==> src/rtl/core/udprx_pkg.sv <==
package udprx_pkg;

	localparam int DEF_BINDING_SLOTS = 8;
	localparam logic [15:0] PROTO_UDP = 16'd17;
	localparam logic [15:0] UDP_HDR_BYTES = 16'd8;
	localparam logic [15:0] CSUM_ALT_ZERO = 16'hFFFF;
	localparam logic [31:0] IP_BROADCAST = 32'hFFFF_FFFF;

	typedef enum logic [1:0] {
		KIND_BIND   = 2'd0,
		KIND_UNBIND = 2'd1,
		KIND_START  = 2'd2,
		KIND_WORD   = 2'd3
	} kind_t;

	typedef enum logic [2:0] {
		ST_DELIVERED = 3'd0,
		ST_SHORT     = 3'd1,
		ST_EXCEED    = 3'd2,
		ST_CHECKSUM  = 3'd3,
		ST_DROPPED   = 3'd4
	} status_t;

	// one accepted input word, as held in the input register
	typedef struct packed {
		kind_t       kind;
		logic [2:0]  slot;
		logic [31:0] bind_ip;
		logic [15:0] bind_local_port;
		logic [15:0] bind_remote_port;
		logic        bind_handler;
		logic [31:0] src_ip;
		logic [31:0] dst_ip;
		logic [15:0] data_word;
		logic        last_word;
		logic        odd_tail;
	} item_t;

	// datagram state as it stands after its last word
	typedef struct packed {
		logic [15:0] sum;
		logic [15:0] psum;
		logic [15:0] byte_count;
		logic [15:0] sport;
		logic [15:0] dport;
		logic [15:0] length;
		logic [15:0] checksum;
		logic [31:0] dst_ip;
	} snap_t;

	typedef struct packed {
		logic       hit;
		logic       handler;
		logic [2:0] slot;
	} match_t;

	// end-around-carry add; result never exceeds 16 bits
	function automatic logic [15:0] fold_add(input logic [15:0] a, input logic [15:0] b);
		logic [16:0] t;
		t = {1'b0, a} + {1'b0, b};
		return t[15:0] + {15'd0, t[16]};
	endfunction

endpackage

==> src/rtl/core/udp_receive_check_and_demux.sv <==
// channel | valid        | stall        | payload
// item    | item_valid   | item_stall   | kind slot bind_* src_ip dst_ip data_word last_word odd_tail
// result  | result_valid | result_stall | status matched_slot udp_length
//
// One word per cycle while the input is not stalled; a result leaves through the input register,
// the datagram snapshot register and the result register after its last word is taken.
// The binding table is compared against all slots in parallel in the snapshot stage.
// arst_n clears the pipeline valids, the datagram state and the slot valid bits.
// A stalled result holds the snapshot stage; the input stalls only while that
// stage holds a datagram end that cannot move on.
module udp_receive_check_and_demux #(
	parameter int BINDING_SLOTS = udprx_pkg::DEF_BINDING_SLOTS
) (
	input  logic        clk,
	input  logic        arst_n,
	input  logic        item_valid,
	output logic        item_stall,
	input  logic [1:0]  kind,
	input  logic [2:0]  slot,
	input  logic [31:0] bind_ip,
	input  logic [15:0] bind_local_port,
	input  logic [15:0] bind_remote_port,
	input  logic        bind_handler,
	input  logic [31:0] src_ip,
	input  logic [31:0] dst_ip,
	input  logic [15:0] data_word,
	input  logic        last_word,
	input  logic        odd_tail,
	output logic        result_valid,
	input  logic        result_stall,
	output logic [2:0]  status,
	output logic [2:0]  matched_slot,
	output logic [15:0] udp_length
);
	import udprx_pkg::*;

	item_t   item_s1;
	logic    v_s1;
	snap_t   snap_s2;
	logic    v_s2;
	snap_t   snap_next;
	match_t  match;
	status_t status_w;
	logic [2:0] slot_w;

	logic    out_ready;
	logic    s2_go;
	logic    s2_free;
	logic    fire;
	logic    fire_last;
	logic    accept;

	status_t    status_q;
	logic [2:0] slot_q;
	logic [15:0] len_q;

	assign out_ready = !result_valid || !result_stall;
	assign s2_go = v_s2 && out_ready;
	assign s2_free = !v_s2 || out_ready;
	assign fire = v_s1 && s2_free;
	assign fire_last = fire && item_s1.kind == KIND_WORD && item_s1.last_word;
	assign item_stall = v_s1 && !s2_free;
	assign accept = item_valid && !item_stall;

	always_ff @(posedge clk or negedge arst_n) begin
		if (!arst_n) begin
			v_s1 <= 1'b0;
			v_s2 <= 1'b0;
			result_valid <= 1'b0;
		end else begin
			if (accept) begin
				v_s1 <= 1'b1;
			end else if (fire) begin
				v_s1 <= 1'b0;
			end
			if (fire_last) begin
				v_s2 <= 1'b1;
			end else if (s2_go) begin
				v_s2 <= 1'b0;
			end
			if (s2_go) begin
				result_valid <= 1'b1;
			end else if (!result_stall) begin
				result_valid <= 1'b0;
			end
		end
	end

	always_ff @(posedge clk) begin
		if (accept) begin
			item_s1.kind <= kind_t'(kind);
			item_s1.slot <= slot;
			item_s1.bind_ip <= bind_ip;
			item_s1.bind_local_port <= bind_local_port;
			item_s1.bind_remote_port <= bind_remote_port;
			item_s1.bind_handler <= bind_handler;
			item_s1.src_ip <= src_ip;
			item_s1.dst_ip <= dst_ip;
			item_s1.data_word <= data_word;
			item_s1.last_word <= last_word;
			item_s1.odd_tail <= odd_tail;
		end
		if (fire_last) begin
			snap_s2 <= snap_next;
		end
		if (s2_go) begin
			status_q <= status_w;
			slot_q <= slot_w;
			len_q <= snap_s2.length;
		end
	end

	udprx_accum u_accum (
		.clk    (clk),
		.arst_n (arst_n),
		.fire   (fire),
		.item   (item_s1),
		.snap   (snap_next)
	);

	// table writes happen as words leave the input register, so a datagram end
	// waiting in the snapshot stage sees only bindings made before it
	udprx_bind_table #(
		.BINDING_SLOTS (BINDING_SLOTS)
	) u_table (
		.clk    (clk),
		.arst_n (arst_n),
		.fire   (fire),
		.item   (item_s1),
		.key    (snap_s2),
		.match  (match)
	);

	udprx_check u_check (
		.snap   (snap_s2),
		.match  (match),
		.status (status_w),
		.slot   (slot_w)
	);

	assign status = status_q;
	assign matched_slot = slot_q;
	assign udp_length = len_q;

	a_slot_only_delivered: assert property (@(posedge clk) disable iff (!arst_n)
		result_valid && status != ST_DELIVERED |-> matched_slot == 3'd0)
		else $error("slot reported on a datagram that was not delivered");

	a_short_len: assert property (@(posedge clk) disable iff (!arst_n)
		result_valid && status == ST_SHORT |-> udp_length < UDP_HDR_BYTES)
		else $error("short status with a full header length");

	a_last_to_s2: assert property (@(posedge clk) disable iff (!arst_n)
		fire_last |=> v_s2)
		else $error("datagram end lost on its way to the snapshot stage");

	a_s2_hold: assert property (@(posedge clk) disable iff (!arst_n)
		v_s2 && !s2_go |=> v_s2 && $stable(snap_s2))
		else $error("snapshot changed while waiting for the result register");

	a_no_accept_full: assert property (@(posedge clk) disable iff (!arst_n)
		v_s2 && result_valid && result_stall && v_s1 |-> item_stall)
		else $error("input taken while the pipeline is blocked");

endmodule

==> src/rtl/core/udprx_accum.sv <==
module udprx_accum (
	input  logic               clk,
	input  logic               arst_n,
	input  logic               fire,
	input  udprx_pkg::item_t   item,
	output udprx_pkg::snap_t   snap
);
	import udprx_pkg::*;

	logic [31:0] dst_ip_q;
	logic [15:0] psum_q;
	logic [15:0] sum_q;
	logic [15:0] cnt_q;
	logic [15:0] sport_q;
	logic [15:0] dport_q;
	logic [15:0] len_q;
	logic [15:0] chk_q;

	logic [15:0] word_w;
	logic [1:0]  nbytes;
	logic [16:0] cnt_sum;
	logic [17:0] addr_sum;
	logic [16:0] addr_f1;
	logic [15:0] psum_start;

	// address part of the pseudo header, folded once per start word
	always_comb begin
		addr_sum = 18'(item.src_ip[31:16]) + 18'(item.src_ip[15:0])
			+ 18'(item.dst_ip[31:16]) + 18'(item.dst_ip[15:0]);
		addr_f1 = 17'(addr_sum[15:0]) + 17'(addr_sum[17:16]);
		psum_start = addr_f1[15:0] + 16'(addr_f1[16]);
	end

	always_comb begin
		word_w = item.data_word;
		nbytes = 2'd2;
		if (item.last_word && item.odd_tail) begin
			word_w = {item.data_word[15:8], 8'h00};
			nbytes = 2'd1;
		end
		snap.psum = psum_q;
		snap.dst_ip = dst_ip_q;
		snap.sport = (cnt_q == 16'd0) ? word_w : sport_q;
		snap.dport = (cnt_q == 16'd2) ? word_w : dport_q;
		snap.length = (cnt_q == 16'd4) ? word_w : len_q;
		snap.checksum = (cnt_q == 16'd6) ? word_w : chk_q;
		// the checksum field itself counts as zero
		snap.sum = (cnt_q == 16'd6) ? sum_q : fold_add(sum_q, word_w);
		cnt_sum = {1'b0, cnt_q} + 17'(nbytes);
		snap.byte_count = cnt_sum[16] ? 16'hFFFF : cnt_sum[15:0];
	end

	always_ff @(posedge clk or negedge arst_n) begin
		if (!arst_n) begin
			dst_ip_q <= '0;
			psum_q <= '0;
			sum_q <= '0;
			cnt_q <= '0;
			sport_q <= '0;
			dport_q <= '0;
			len_q <= '0;
			chk_q <= '0;
		end else if (fire) begin
			case (item.kind)
				KIND_START: begin
					dst_ip_q <= item.dst_ip;
					psum_q <= psum_start;
					sum_q <= '0;
					cnt_q <= '0;
					sport_q <= '0;
					dport_q <= '0;
					len_q <= '0;
					chk_q <= '0;
				end
				KIND_WORD: begin
					if (item.last_word) begin
						sum_q <= '0;
						cnt_q <= '0;
						sport_q <= '0;
						dport_q <= '0;
						len_q <= '0;
						chk_q <= '0;
					end else begin
						sum_q <= snap.sum;
						cnt_q <= snap.byte_count;
						sport_q <= snap.sport;
						dport_q <= snap.dport;
						len_q <= snap.length;
						chk_q <= snap.checksum;
					end
				end
				default: begin
				end
			endcase
		end
	end

endmodule

==> src/rtl/core/udprx_bind_table.sv <==
module udprx_bind_table #(
	parameter int BINDING_SLOTS = udprx_pkg::DEF_BINDING_SLOTS
) (
	input  logic              clk,
	input  logic              arst_n,
	input  logic              fire,
	input  udprx_pkg::item_t  item,
	input  udprx_pkg::snap_t  key,
	output udprx_pkg::match_t match
);
	import udprx_pkg::*;

	logic [BINDING_SLOTS-1:0] valid_q;
	logic [31:0] ip_q    [BINDING_SLOTS];
	logic [15:0] lport_q [BINDING_SLOTS];
	logic [15:0] rport_q [BINDING_SLOTS];
	logic        hnd_q   [BINDING_SLOTS];
	logic [BINDING_SLOTS-1:0] sel;
	logic [BINDING_SLOTS-1:0] hit_vec;

	always_comb begin
		for (int i = 0; i < BINDING_SLOTS; i++) begin
			sel[i] = fire && (32'(item.slot) == i);
		end
	end

	always_ff @(posedge clk or negedge arst_n) begin
		if (!arst_n) begin
			valid_q <= '0;
		end else begin
			for (int i = 0; i < BINDING_SLOTS; i++) begin
				if (sel[i] && item.kind == KIND_BIND) begin
					valid_q[i] <= 1'b1;
				end else if (sel[i] && item.kind == KIND_UNBIND) begin
					valid_q[i] <= 1'b0;
				end
			end
		end
	end

	// a bind on a slot already in use keeps the old binding
	always_ff @(posedge clk) begin
		for (int i = 0; i < BINDING_SLOTS; i++) begin
			if (sel[i] && item.kind == KIND_BIND && !valid_q[i]) begin
				ip_q[i] <= item.bind_ip;
				lport_q[i] <= item.bind_local_port;
				rport_q[i] <= item.bind_remote_port;
				hnd_q[i] <= item.bind_handler;
			end
		end
	end

	always_comb begin
		for (int i = 0; i < BINDING_SLOTS; i++) begin
			hit_vec[i] = valid_q[i] && lport_q[i] == key.dport
				&& (rport_q[i] == 16'd0 || rport_q[i] == key.sport)
				&& (ip_q[i] == key.dst_ip
					|| (ip_q[i] == 32'd0 && key.dst_ip == IP_BROADCAST));
		end
	end

	// lowest slot wins
	always_comb begin
		match = '0;
		for (int i = BINDING_SLOTS - 1; i >= 0; i--) begin
			if (hit_vec[i]) begin
				match.hit = 1'b1;
				match.handler = hnd_q[i];
				match.slot = 3'(i);
			end
		end
	end

endmodule

==> src/rtl/core/udprx_check.sv <==
module udprx_check (
	input  udprx_pkg::snap_t   snap,
	input  udprx_pkg::match_t  match,
	output udprx_pkg::status_t status,
	output logic [2:0]         slot
);
	import udprx_pkg::*;

	logic [17:0] total;
	logic [16:0] f1;
	logic [15:0] folded;
	logic [15:0] calc;
	logic        csum_bad;

	// pseudo header adds protocol and length; fold order does not matter
	always_comb begin
		total = 18'(snap.sum) + 18'(snap.psum) + 18'(snap.length) + 18'(PROTO_UDP);
		f1 = 17'(total[15:0]) + 17'(total[17:16]);
		folded = f1[15:0] + 16'(f1[16]);
		calc = ~folded;
		csum_bad = snap.checksum != 16'd0 && calc != snap.checksum
			&& !(calc == 16'd0 && snap.checksum == CSUM_ALT_ZERO);
	end

	always_comb begin
		slot = 3'd0;
		if (snap.length < UDP_HDR_BYTES) begin
			status = ST_SHORT;
		end else if (snap.length > snap.byte_count) begin
			status = ST_EXCEED;
		end else if (csum_bad) begin
			status = ST_CHECKSUM;
		end else if (match.hit && match.handler) begin
			status = ST_DELIVERED;
			slot = match.slot;
		end else begin
			status = ST_DROPPED;
		end
	end

endmodule
==> config.mk <==
export PLATFORM = sky130hd
export DESIGN_NAME = udp_receive_check_and_demux
export DESIGN_NICKNAME = d
export VERILOG_FILES = /design/src/rtl/core/udprx_pkg.sv /design/src/rtl/core/udp_receive_check_and_demux.sv /design/src/rtl/core/udprx_accum.sv /design/src/rtl/core/udprx_bind_table.sv /design/src/rtl/core/udprx_check.sv
export SDC_FILE = /design/constraint.sdc
export NUM_CORES = 2
export LEC_CHECK = 0
export BUFFER_PORTS_ARGS = -buffer_cell sky130_fd_sc_hd__buf_4
export CAP_MARGIN = 20
export CORE_MARGIN = 8
export CORE_UTILIZATION = 40
export DETAILED_ROUTE_END_ITERATION = 12
export PLACE_DENSITY = 0.61
export SLEW_MARGIN = 20
export SYNTH_ARGS = -nofsm -noshare
export SYNTH_HDL_FRONTEND = slang
export SYNTH_HIERARCHICAL = 1
export SYNTH_SLANG_ARGS = --single-unit
==> constraint.sdc <==
create_clock -name clk -period 20.3 [get_ports clk]
set_clock_uncertainty 0.2 [all_clocks]
set_input_delay 2.03 -clock clk [delete_from_list [all_inputs] [get_ports clk]]
set_output_delay 2.03 -clock clk [all_outputs]
set_load 0.01 [all_outputs]
# --- Yosys cells after proc, flatten, opt, wreduce, memory -nomap -nowiden ---
# Memory sizes are Yosys's and may differ from the RTL's.
# Index checks and enable logic that the tools add are counted.
totals:
  register_bits: 473
  ramBits: 520
  in_bits: 156
  output_inout_bits: 24
  word_cells: 432
  mem_count: 4
memory_table:
  columns: ["memory", "depth", "width", "read_ports", "rd_ports_with_merged_regs", "write_ports", "line_no", "text"]
  rows:
  - ["u_table.ip_q", 8, 32, 8, 0, 1, "udprx_bind_table.sv:14", "logic [31:0] ip_q [BINDING_SLOTS];"]
  - ["u_table.lport_q", 8, 16, 8, 0, 1, "udprx_bind_table.sv:15", "logic [15:0] lport_q [BINDING_SLOTS];"]
  - ["u_table.rport_q", 8, 16, 8, 0, 1, "udprx_bind_table.sv:16", "logic [15:0] rport_q [BINDING_SLOTS];"]
  - ["u_table.hnd_q", 8, 1, 8, 0, 1, "udprx_bind_table.sv:17", "logic hnd_q [BINDING_SLOTS];"]
op_classes:
  addsub: 13
  order_cmp: 2
  eq_ne: 41
  mux: 153
  bitwise: 2
  reduce_logical: 173
ops:
  columns: ["op", "n"]
  rows:
  - ["$mux W16", 26]
  - ["$eq A16 B16 Y1", 16]
  - ["$eq A32 B32 Y1", 8]
  - ["$logic_not A32 Y1", 8]
  - ["$mux W32", 7]
  - ["$reduce_or A16 Y1", 14]
  - ["$reduce_or A32 Y1", 7]
  - ["$pmux W16 S2", 6]
  - ["$logic_not A16 Y1", 10]
  - ["$mux W3", 29]
  - ["$logic_and A1 B1 Y1", 75]
  - ["$mux W1", 73]
  - ["$add A18 B16 Y18", 3]
  - ["$add A16 B16 Y17", 3]
  - ["$add A16 B2 Y17", 3]
  - ["$add A16 B1 Y16", 3]
  - ["$mux W5", 8]
  - ["$eq A16 B3 Y1 const B", 2]
  - ["$eq A32 B32 Y1 const B", 1]
  - ["$reduce_bool A2 Y1", 11]
  - ["$add A18 B5 Y18 const B", 1]
  - ["$logic_or A1 B1 Y1", 18]
  - ["$eq A16 B16 Y1 const B", 1]
  - ["$eq A16 B2 Y1 const B", 1]
  - ["23 further kinds", 50]

# --- Longest topological paths before layout ---
depth:
  ltp_word: 17
  depth_mapped: 35
  ltp_nobuf: 33

# --- Modules after synthesis ---
# The synthesis kept the hierarchy.
by_module_without_submodules:
  columns: ["mod", "n_inst", "cells_each", "area_each_um2", "seq_area_each_um2"]
  rows:
  - ["udprx_bind_table", 1, 1499, 23065.9, 15815.2]
  - ["udprx_accum", 1, 1044, 10196.0, 3603.5]
  - ["udp_receive_check_and_demux", 1, 332, 9690.5, 9624.2]
  - ["udprx_check", 1, 448, 3369.5, 0.0]

# --- Worst setup path before layout ---
# No wires, ideal clock.
synth_path:
  path_kind: "input-to-reg"
  start: "input result_stall"
  end: "memory u_table.hnd_q[4][0], in the netlist u_table/hnd_q[1][0] (enable)"
  setup_time_ps: 649
  arrival_ps: 8974
  required_ps: 19451
  path_slack_ps: 10477
  cell_stages: 6
  path_buffers: 0
  cell_sequence: "nand3_1 -> and2_1 -> nor2b_1 -> nand2_1 -> or2_2 -> nor4_1"
synth_between:
  elab_chain_cells: 17
  elab_cells_between_ends: 65
  cone_classes: "mux: 30; reduce/logical: 35"
synth_lines:
  columns: ["element", "line_no", "text"]
  rows:
  - ["start, declared", "udp_receive_check_and_demux.sv:30", "input logic result_stall,"]
  - ["$logic_not A1 Y1 *", null, null]
  - ["$logic_or A1 B1 Y1 *", "udp_receive_check_and_demux.sv:57", "assign out_ready = !result_valid || !result_stall;"]
  - ["$logic_or A1 B1 Y1 *", "udp_receive_check_and_demux.sv:59", "assign s2_free = !v_s2 || out_ready;"]
  - ["$logic_and A1 B1 Y1 *", "udp_receive_check_and_demux.sv:60", "assign fire = v_s1 && s2_free;"]
  - ["net fire", "udp_receive_check_and_demux.sv:49", "logic fire;"]
  - ["$logic_and A1 B1 Y1", "udprx_bind_table.sv:23", "sel[i] = fire && (32'(item.slot) == i);"]
  - ["$logic_and A1 B1 Y1 (2 in a row)", "udprx_bind_table.sv:44", "if (sel[i] && item.kind == KIND_BIND && !valid_q[i]) begin"]
  - ["$mux W1", "udprx_bind_table.sv:44", null]
  - ["$mux W1 (not written as such)", "udprx_bind_table.sv:48", "hnd_q[i] <= item.bind_handler;"]
  - ["$reduce_or A1 Y1 (no source line)", null, null]
  - ["$mux W3 (no source line) / $mux W1 (equally long branches) (7 in a row)", null, null]
  - ["end, declared", "udprx_bind_table.sv:17", null]
# The timed path passes the listed nets; every way through them passes the cells marked *.

# --- Final worst setup path ---
layout_path:
  start: "register snap_s2[50] in the netlist's numbering"
  end: "register slot_q[1], in the netlist matched_slot[1] (data pin)"
layout_between:
  elab_chain_cells: 10
  elab_cells_between_ends: 14
  cone_classes: "add/sub: 4; order compare: 2; eq/ne: 1; bitwise: 1; reduce/logical: 6"
layout_lines:
  columns: ["element", "line_no", "text"]
  rows:
  - ["start, declared", "udp_receive_check_and_demux.sv:39", "snap_t snap_s2;"]
  - ["start signal, assigned", "udp_receive_check_and_demux.sv:104", "snap_s2 <= snap_next;"]
  - ["$add A18 B16 Y18", "udprx_check.sv:17", "total = 18'(snap.sum) + 18'(snap.psum) + 18'(snap.length) + 18'(PROTO_UDP);"]
  - ["$add A18 B5 Y18", "udprx_check.sv:17", null]
  - ["$add A16 B2 Y17", "udprx_check.sv:18", "f1 = 17'(total[15:0]) + 17'(total[17:16]);"]
  - ["$add A16 B1 Y16", "udprx_check.sv:19", "folded = f1[15:0] + 16'(f1[16]);"]
  - ["$not A16 Y16", "udprx_check.sv:20", "calc = ~folded;"]
  - ["$logic_not A16 Y1", "udprx_check.sv:22", "&& !(calc == 16'd0 && snap.checksum == CSUM_ALT_ZERO);"]
  - ["$logic_and A1 B1 Y1", "udprx_check.sv:22", null]
  - ["$logic_not A1 Y1", "udprx_check.sv:22", null]
  - ["$logic_and A1 B1 Y1", "udprx_check.sv:22", null]
  - ["$reduce_or A6 Y1 (no source line) *", null, null]
  - ["end signal, assigned", "udp_receive_check_and_demux.sv:108", "slot_q <= slot_w;"]
  - ["end, declared", "udp_receive_check_and_demux.sv:54", "logic [2:0] slot_q;"]
# Mark *: on every way between the ends. The rest lies on a longest branch, timed or not.
# A chain may end at the register's enable or synchronous reset.

==> metrics.cfg <==
[status]
run_status=finished, final reports clean

[placement]
place.gp.congestion=0.939
place_hpwl_um=98400
port_buffers=179
place_inst=4934
pre_cts_ws_ps=11720

[power]
seq_power_share_pct=46.9
p_comb_share_pct=15.3
p_clk_share_pct=37.8
switching_share_pct=27.2
p_leak_nw=19.0
power_density_nw_per_um2=97.0
vdd_drop_max_v=0.0000555
switching_power_mw=1.39
p_int_mw=3.72

[yosys]
synth_edf_count=838
yosys_register_bits=993
netlist_area_sq_um=46300
yosys_warnings=6
yosysSeqAreaShare_pct=62.7
ys.flop_type=edfxtp_1
synth_nets=3625
avgSynthCellArea_sq_um=13.9
async_flop_share_pct=15.6
syn_inst=3323
synth_cell_types=103

[die]
dieArea_sq_um=127000
die_height_um=356
rows=125
start_util_pct=40.1
core-area_sq_um=116000
die_w_um=356
io_pins=180

[clocking]
cts_resized=0
clock_latency_ps=690
cts_buffer_depth=3
numCtsBuffers=105
cts-root-buf=clkbuf_16
clock-sinks=993
htreeDepth=3
clkTransAtPathRegs_ps=60
cts_tree=yes
cts_setup_buffers=0
hold_buffers=0

[critical_path]
r2r_setup_slack_ps=11620
cp_common_cell=ha_1
cp_max_fo=9
cp_data_required_time_ps=20650
slowest_stage=nor4_1
timing.rr.end=matched_slot[1]$_DFFE_PP_
cp_data_arrival_time_ps=9030
reg2reg_from=snap_s2[50]$_DFFE_PP_
max_stage_delay_ps=610
criticalPathCategory=reg -> reg
end_kind=flip-flop
reg2reg_depth=32
start_kind=flip-flop

[grt]
grt_max_degree=145
grt_pass1_vias=28100
antenna_found_initial=9
track_usage_pct=21.3
globalRoute.totalOverflow=0
grt_pass1_wl_um=198000

[detailed_routing]
routed_wl_um=138000
vias=28600
ant_nets=0
drt-wirelength-per-cell_um=26.8
drt_iter0_drc=3090
drc_errors=0
first_pass_iters=5
via_per_inst=5.58

[sta]
maxSlewViolCount=0
fin_crit_ps=8680
final-hold-violation-count=0
setup_viol=0
fin_setup_tns_ps=0
max_freq_mhz=115
period_share_pct=42.8
setup_ws_ps=11620
rsz0062_at_grt=false
worst_pin_slew_ps=1180
maxSlewHeadroom_pct=20.8

[cells_and_area]
drive_gt1_share_pct=13.5
area_delta_synth_final_pct=13.9
final_cell_mix=edfxtp_1, xnor2_1, buf_4, inv_1, nor4_1
nets=3819
fin_cells=5134
final_common_cell=edfxtp_1

[job]
drv_cap=0

[min_path]
hold_class=reg -> reg
hold_depth=0
hold_path_startpoint=u_accum/dst_ip_q[13]$_DFFE_PN0P_
min_to=snap_s2[13]$_DFFE_PP_

==> cell families (layout without fill, tap and decap cells) <==
family	Yosys count	in the layout	synth area share (%)
mux	77	77	1.85
fa+ha+maj	147	147	4.81
xor+xnor	625	625	12.0
other cells	0	2	0
buf+inv	333	618	3.13
flops	993	993	62.7
simple gates	729	729	8.96
compound gates	419	419	6.54
==> worst max path at each step <==
stage                     startpoint                            end
5_1_grt        snap_s2[50]$_DFFE_PP_      matched_slot[1]$_DFFE_PP_
2_1_floorplan           result_stall  u_table/hnd_q[1][0]$_DFFE_PP_
6_report       snap_s2[50]$_DFFE_PP_      matched_slot[1]$_DFFE_PP_
4_1_cts        snap_s2[50]$_DFFE_PP_      matched_slot[1]$_DFFE_PP_
3_3_place_gp   snap_s2[49]$_DFFE_PP_      matched_slot[2]$_DFFE_PP_
3_5_place_dp   snap_s2[50]$_DFFE_PP_      matched_slot[1]$_DFFE_PP_
==> Yosys cell counts (all sizes together) (4+ instances only) <==
master / number / area [sq um]
and4: 10 / 90.1
a211o: 7 / 61.3
a22oi: 4 / 30.0
a211oi: 18 / 145
nand4: 158 / 988
nor2: 64 / 243
a21o: 28 / 211
mux2: 70 / 788
a21boi: 4 / 30.0
a22o: 98 / 858
and3: 26 / 164
a31oi: 10 / 62.6
o31ai: 7 / 62.6
nor4: 187 / 1240
and2: 8 / 52.6
o21a: 16 / 120
o311ai: 4 / 35.0
a311oi: 4 / 58.8
dfrtp: 155 / 3880
o211ai: 5 / 42.5
ha: 94 / 1180
nand2: 141 / 532
o22ai: 5 / 31.3
o21ai: 92 / 460
a21oi: 70 / 358
nor3: 25 / 141
edfxtp: 838 / 25200
fa: 52 / 1040
o21bai: 6 / 45.0
nand4b: 5 / 43.8
buf: 49 / 378
xor2: 156 / 1370
nand2b: 15 / 101
xnor2: 465 / 4110
or4: 10 / 75.1
a2111oi: 6 / 83.8
clkbuf: 79 / 300
nor2b: 10 / 62.6
inv: 205 / 769
or3: 9 / 61.3
nand3: 42 / 210
or2: 8 / 50.1
mux2i: 7 / 70.1
==> area by class of cell <==
type,count,area [sq um]
Antenna cell,2,5.00
Clock buffer,138,2850
Clock inverter,60,614
Fill cell,10300,62800
Inverter,205,769
Multi-Input combinational cell,1997,15900
Sequential cell,993,29000
Tap cell,1524,1910
Timing Repair Buffer,215,1630
==> worst max-delay path: cells and delay by family, from the launching register on <==
family	cells	cell delay (ps)
and+or+nand+nor	9	2750
adders and majority gates	7	2350
AOI/OAI and AO/OA	10	2180
xor gates and xnor gates	3	520
DFF	1	370
buffers and inverters	3	170
==> stage by stage <==
step           util (%)  hold slack, ps  total power [mW]  cell area [sq um]
6_report           45.6             242              5.11              52700
4_1_cts            45.6             245              5.16              52700
3_3_place_gp       42.6             230              3.22              49300
5_1_grt            45.6             262              5.30              52700
3_5_place_dp       42.6             232              3.22              49300
2_1_floorplan         -             219              2.96              46300
==> power by group through the flow <==
stage | Combinational, mW | Clock [mW] | Sequential (mW)
detailed placement | 0.779 | 0 | 2.44
global placement | 0.775 | 0 | 2.44
floorplan | 0.581 | 0 | 2.38
global route | 0.855 | 2.04 | 2.41
finish | 0.784 | 1.93 | 2.40
CTS | 0.784 | 1.97 | 2.40
==> routing by layer <==
| metal | share of wire (%) | track usage, % | routed length [um] | vias up |
|---|---|---|---|---|
| li1 | - | - | - | 12800 |
| met1 | 45 | 31.4 | 61700 | 14400 |
| met2 | 44 | 31.8 | 60300 | 1229 |
| met3 | 8.5 | 4.39 | 11700 | 214 |
| met4 | 2.9 | 5.77 | 4030 | 0 |
| met5 | 0 | 0 | 0 | - |
==> sequential cells by signal, indices dropped and copies added, names as in the netlist, 32 cells and up <==
| signal | flops |
|---|---|
| item_s1 | 152 |
| u_table/ip_q | 256 |
| u_table/lport_q | 128 |
| u_table/rport_q | 128 |
| u_accum/dst_ip_q | 32 |
| snap_s2 | 144 |
Power figures use the tool's default switching activity.
